**src/rtl/core/skm_pkg.sv**
```systemverilog
// Package for the sequential k-way merge block.
// Holds the item types, sizes and codes shared by every rtl/core module.
`default_nettype none
package skm_pkg;

    localparam int MAX_ELEMENTS = 4096;
    localparam int MAX_ARRAYS   = 64;
    localparam int DATA_W       = 32;
    localparam int IDX_W        = $clog2(MAX_ELEMENTS);
    localparam int CNT_W        = IDX_W + 1;
    localparam int LEN_W        = 13;
    localparam int ACNT_W       = 7;
    localparam int CMP_W        = 18;
    localparam int CFG_IDX_W    = 1;
    localparam int CFG_DATA_W   = 13;

    localparam logic [CMP_W-1:0]  CMP_MAX     = {CMP_W{1'b1}};
    localparam logic [CNT_W-1:0]  MAX_ELEM_C  = CNT_W'(MAX_ELEMENTS);
    localparam logic [ACNT_W-1:0] MAX_ARR_C   = ACNT_W'(MAX_ARRAYS);

    localparam logic [CFG_IDX_W-1:0] CFG_LEN   = 1'b0;
    localparam logic [CFG_IDX_W-1:0] CFG_COUNT = 1'b1;

    localparam logic CMD_PUSH = 1'b0;
    localparam logic CMD_READ = 1'b1;

    localparam logic [1:0] ST_OK        = 2'd0;
    localparam logic [1:0] ST_NOT_READY = 2'd1;
    localparam logic [1:0] ST_OVERFLOW  = 2'd2;

    typedef struct packed {
        logic                     cmd;
        logic signed [DATA_W-1:0] value;
    } t_in_item;

    typedef struct packed {
        logic signed [DATA_W-1:0] value_res;
        logic [IDX_W-1:0]         position;
        logic                     is_last;
        logic [CMP_W-1:0]         comparisons;
        logic [1:0]               status;
    } t_out_item;

    typedef struct packed {
        logic             busy;
        logic [CNT_W-1:0] merged_count;
    } t_back_stat;

endpackage
`default_nettype wire

```
**src/rtl/core/skm_front.sv**
```systemverilog
// Front end of the merge block: a two-entry queue of accepted items.
// Depends on skm_pkg for the item type and command codes.
`default_nettype none
module skm_front (
    input  wire               i_clk,
    input  wire               i_rst_n,
    input  wire               i_push,
    input  wire skm_pkg::t_in_item i_item,
    output logic              o_full,
    output logic              o_valid,
    output logic              o_is_read,
    output skm_pkg::t_in_item o_item,
    input  wire               i_take
);

    skm_pkg::t_in_item r_mem [2];
    logic              r_wp;
    logic              r_rp;
    logic [1:0]        r_cnt;
    logic              n_wp;
    logic              n_rp;
    logic [1:0]        n_cnt;
    logic              wr;
    logic              rd;

    assign o_full    = (r_cnt == 2'd2);
    assign o_valid   = (r_cnt != 2'd0);
    assign o_item    = r_mem[r_rp];
    assign o_is_read = (r_mem[r_rp].cmd == skm_pkg::CMD_READ);
    assign wr        = i_push && !o_full;
    assign rd        = i_take && o_valid;

    always_comb begin
        n_wp  = wr ? ~r_wp : r_wp;
        n_rp  = rd ? ~r_rp : r_rp;
        n_cnt = r_cnt + {1'b0, wr} - {1'b0, rd};
    end

    always_ff @(posedge i_clk) begin
        if (!i_rst_n) begin
            r_wp  <= 1'b0;
            r_rp  <= 1'b0;
            r_cnt <= 2'd0;
        end else begin
            r_wp  <= n_wp;
            r_rp  <= n_rp;
            r_cnt <= n_cnt;
        end
    end

    always_ff @(posedge i_clk) begin
        if (wr) begin
            r_mem[r_wp] <= i_item;
        end
    end

endmodule
`default_nettype wire

```
**config.mk**
```make
export PLATFORM = sky130hd
export DESIGN_NAME = skm_front
export DESIGN_NICKNAME = d
export VERILOG_FILES = /design/src/rtl/core/skm_pkg.sv /design/src/rtl/core/skm_front.sv
export SDC_FILE = /design/constraint.sdc
export NUM_CORES = 1
export LEC_CHECK = 0
export BUFFER_PORTS_ARGS = -buffer_cell sky130_fd_sc_hd__buf_2
export CORE_MARGIN = 2
export CORE_UTILIZATION = 28
export DETAILED_ROUTE_END_ITERATION = 10
export HOLD_SLACK_MARGIN = 0.03
export MAX_ROUTING_LAYER = met4
export SETUP_SLACK_MARGIN = 0.02
export SLEW_MARGIN = 20
export SYNTH_ARGS = -nofsm -noshare
export SYNTH_HDL_FRONTEND = slang
export SYNTH_SLANG_ARGS = --single-unit
export TNS_END_PERCENT = 30
```
**constraint.sdc**
```tcl
create_clock -name i_clk -period 6.3 [get_ports i_clk]
set_input_delay 1.89 -clock i_clk [delete_from_list [all_inputs] [get_ports i_clk]]
set_output_delay 1.89 -clock i_clk [all_outputs]
set_load 0.01 [all_outputs]
```
==> metrics.md <==
| Metric | Value |
|---|---|
| Final net count | 248 |
| Reg-to-reg startpoint | r_cnt[0] |
| Ratio of cells with drive above 1 in the final layout | 57.3% |
| Pins Over Slew Limit | 0 |
| Worst setup slack for register-to-register paths | 4.60 ns |
| Status | complete, no violations |
| Total wire length after detailed routing | 4.37 mm |
| Top Layer Used | met4 |
| Net Count, Synth | 169 |
| Worst path arrival time | 1.64 ns |
| Setup Total Neg Slack | 0 ns |
| Number of cell instances on the worst register-to-register path | 4 |
| Die extent in x | 104 um |
| Signed area change from the synthesized netlist to the final layout | 23.2% |
| H-tree levels | 3 |
| Cells after synthesis | 130 |
| Router iterations before antenna repair | 3 |
| Netlist Area Pre-Place | 2780 um^2 |
| Port-buffer cells | 72 |
| Vias/cell | 3.93 |
| Routed wire length on met2 | 2.11 mm |
| Startpoint-to-endpoint class of the critical path | register to output port |
| Number of DRC markers in iteration 0 | 49 |
| Num rows | 36 |
| Max Fclk | 0.283 GHz |
| Type of the most critical hold path | register to register |
| IR drop worst, VDD | 0.180 mV |
| Post-CTS setup-driven buffer insertion count | 0 |
| Detailed-routed wire length on met3 | 379 um |
| DRC | 0 |
| Initial cell density of the core | 28.7% |
| Max cap viols | 0 |
| Design area | 3420 um^2 |
| Final worst path period need | 3.53 ns |
| Area after DPL | 3240 um^2 |
| Setup repair after global routing missed its margin | no |
| Total grt overflow | 0 |
| Total Routing Usage GR | 8.99% |
| DR vias | 1362 |
| Hold Crit Depth | 2 |
| Vias in the first global route | 1455 |
| Mean Syn Cell Area | 21.4 um^2 |
| Global-route wire length before repair | 7.18 mm |
| Total power per unit cell area | 370 nW/um^2 |
| Leak | 1.35 nW |
| Type of element launching the critical path | register |
| GPL Wtd Cong | 0.597 |
| Sequential-to-total area share from yosys stat | 74.9% |
| Placeable core region | 9680 um^2 |
| Routed length on met1 | 1.78 mm |
| Root cell of the clock tree | sky130_fd_sc_hd__clkbuf_8 |
| CTS tree | done |
| Worst slew margin | 46.1% |
| Inserted Clock Buffers | 9 |
| Post-cts resize count | 0 |
| Total clock sinks | 71 |
| Part of the cycle the worst path needs | 56.1% |
| Largest net degree at the start of global routing | 34 |
| End point of the critical path | o_is_read |
| Yosys warning total | 0 |
| Y dimension of the die | 104 um |
| Clk buf depth | 2 |
| Number of ports placed on the die boundary | 73 |
| Count of endpoints failing setup in the final report | 0 |
| Hold buffer count at cts | 0 |
| Clock skew after layout | 0.00983 ns |
| Min Hold Slack | 0.522 ns |
| Clk_lat worst skew | 0.33 ns |
| Count of filler cells inserted in the layout | 961 |
| HPWL after DPL | 2.84 mm |
| Number of synthesized register bits | 71 |
| Crit path max fanout | 33 |
| DRT antenna net count | 0 |
| Sort of element at the end of the critical path | output port |
| Clock edge transition at the registers on the reported setup and hold paths | 0.07 ns |
| Wire length per cell after detailed routing | 12.6 um |
| Area of the die | 10700 um^2 |
| Number of distinct library cell variants in the gate-level netlist after synthesis | 19 |
| Final Util | 35.3% |
| Worst-Margin Slew | 0.809 ns |
| Capture instance of the worst register-to-register path | r_mem[0][11] |
| Number of hold violations in the final report | 0 |
| Antenna violations before repair | 1 |
| Critical Path RT | 4.41 ns |
## synthesized netlist by cell type
library cell | n | area share, %
sky130_fd_sc_hd__and2_1 | 1 | 0.23
sky130_fd_sc_hd__and3_1 | 1 | 0.23
sky130_fd_sc_hd__nor2_1 | 4 | 0.54
sky130_fd_sc_hd__o21a_1 | 1 | 0.27
sky130_fd_sc_hd__mux2i_1 | 1 | 0.36
sky130_fd_sc_hd__buf_4 | 1 | 0.27
sky130_fd_sc_hd__xnor2_1 | 2 | 0.63
sky130_fd_sc_hd__buf_12 | 3 | 2.2
sky130_fd_sc_hd__ha_1 | 2 | 0.90
sky130_fd_sc_hd__xor2_1 | 1 | 0.32
sky130_fd_sc_hd__nand2_1 | 2 | 0.27
sky130_fd_sc_hd__dfxtp_1 | 5 | 3.6
sky130_fd_sc_hd__inv_1 | 3 | 0.41
sky130_fd_sc_hd__buf_6 | 1 | 0.41
sky130_fd_sc_hd__nand2b_1 | 2 | 0.45
sky130_fd_sc_hd__or2_2 | 1 | 0.23
sky130_fd_sc_hd__edfxtp_1 | 66 | 71
sky130_fd_sc_hd__mux2_2 | 3 | 1.2
sky130_fd_sc_hd__mux2_4 | 30 | 16
## cell type report
| type | count | area [um^2] | area share (%) |
|---|---|---|---|
| inverters | 3 | 11.3 | 0.329 |
| multi-input cells | 51 | 616 | 18.0 |
| clock buffers | 10 | 128 | 3.73 |
| well taps | 133 | 166 | 4.86 |
| repair buffers | 73 | 388 | 11.3 |
| flip-flops and latches | 71 | 2090 | 60.9 |
| clock inverters | 5 | 26.3 | 0.768 |
| diodes | 1 | 2.50 | 0.0731 |
## worst min-delay path by stage
| stage | end | startpoint |
|---|---|---|
| 5_1_grt | register | r_rp |
| 2_1_floorplan | r_wp | r_wp |
| 6_report | r_wp | r_wp |
| 3_3_place_gp | r_wp | r_wp |
| 4_1_cts | r_wp | r_wp |
| 3_5_place_dp | register | r_rp |
## per-layer routing
metal  GRT usage [%]  up-vias
met3            4.15       11
met1            9.45      650
li1                -      652
met5               -        -
met2            14.1       49
met4            4.92        0
## per-stage QoR
stage               total power [mW]  instances  setup WS, ns
finish                          1.27        347          2.77
global route                    1.34        347          2.65
CTS                             1.29        345          2.35
detailed placement             0.991        330          2.73
global placement               0.984        330          2.74
floorplan                      0.900        130          2.50
## worst max-delay path, cell delays in order (launching register included)
cell and delay [ns]:
sky130_fd_sc_hd__dfxtp_4 0.75, sky130_fd_sc_hd__mux2_2 0.41, sky130_fd_sc_hd__buf_2 0.14
## report_power, final
group          leakage, nW  switching, mW  internal [mW]  total (mW)
combinational        0.610          0.136          0.188       0.324
clock               0.0810          0.153          0.137       0.290
sequential           0.659         0.0557          0.595       0.651
total                 1.35          0.345          0.920        1.27
## logic make-up (layout without fill, tap and decap cells)
kind of cell               count (synthesis)  in the layout  synth area share [%]
buffers and inverters                      8             91                  3.24
muxes                                     34             34                  17.8
DFF                                       71             71                  74.9
AOI/OAI and AO/OA                          1              1                 0.270
adders and majority gates                  2              2                 0.900
xor gates and xnor gates                   3              3                 0.946
and+or+nand+nor                           11             11                  1.94
other                                      0              1                     0
## state kept, by name, summed over array words and instances (netlist names), named ones only
| register | flops |
|---|---|
| r_mem | 66 |
| r_cnt | 2 |
| r_rp | 1 |
| r_wp | 1 |
## cell usage in the layout (no fill, tap or decap)
| cell type | synthesis | layout |
|---|---|---|
| sky130_fd_sc_hd__clkinv_4 | 0 | 1 |
| sky130_fd_sc_hd__ha_1 | 2 | 2 |
| sky130_fd_sc_hd__nor2_1 | 4 | 3 |
| sky130_fd_sc_hd__clkinv_1 | 0 | 2 |
| sky130_fd_sc_hd__xnor2_1 | 2 | 2 |
| sky130_fd_sc_hd__buf_2 | 0 | 72 |
| sky130_fd_sc_hd__mux2_4 | 30 | 30 |
| sky130_fd_sc_hd__dfxtp_4 | 0 | 1 |
| sky130_fd_sc_hd__clkbuf_8 | 0 | 9 |
| sky130_fd_sc_hd__buf_16 | 0 | 1 |
| sky130_fd_sc_hd__and3_2 | 0 | 1 |
| sky130_fd_sc_hd__o21a_1 | 1 | 1 |
| sky130_fd_sc_hd__nand2b_1 | 2 | 2 |
| sky130_fd_sc_hd__nand2_1 | 2 | 2 |
| sky130_fd_sc_hd__dfxtp_1 | 5 | 4 |
| sky130_fd_sc_hd__nor2_4 | 0 | 1 |
| sky130_fd_sc_hd__clkinv_2 | 0 | 2 |
| sky130_fd_sc_hd__clkbuf_1 | 0 | 1 |
| sky130_fd_sc_hd__xor2_1 | 1 | 1 |
| sky130_fd_sc_hd__mux2_2 | 3 | 3 |
| sky130_fd_sc_hd__diode_2 | 0 | 1 |
| sky130_fd_sc_hd__mux2i_1 | 1 | 1 |
| sky130_fd_sc_hd__edfxtp_1 | 66 | 66 |
| sky130_fd_sc_hd__and2_1 | 1 | 1 |
| sky130_fd_sc_hd__inv_1 | 3 | 3 |
| sky130_fd_sc_hd__or2_2 | 1 | 1 |
(Power assumes the default switching activity.)
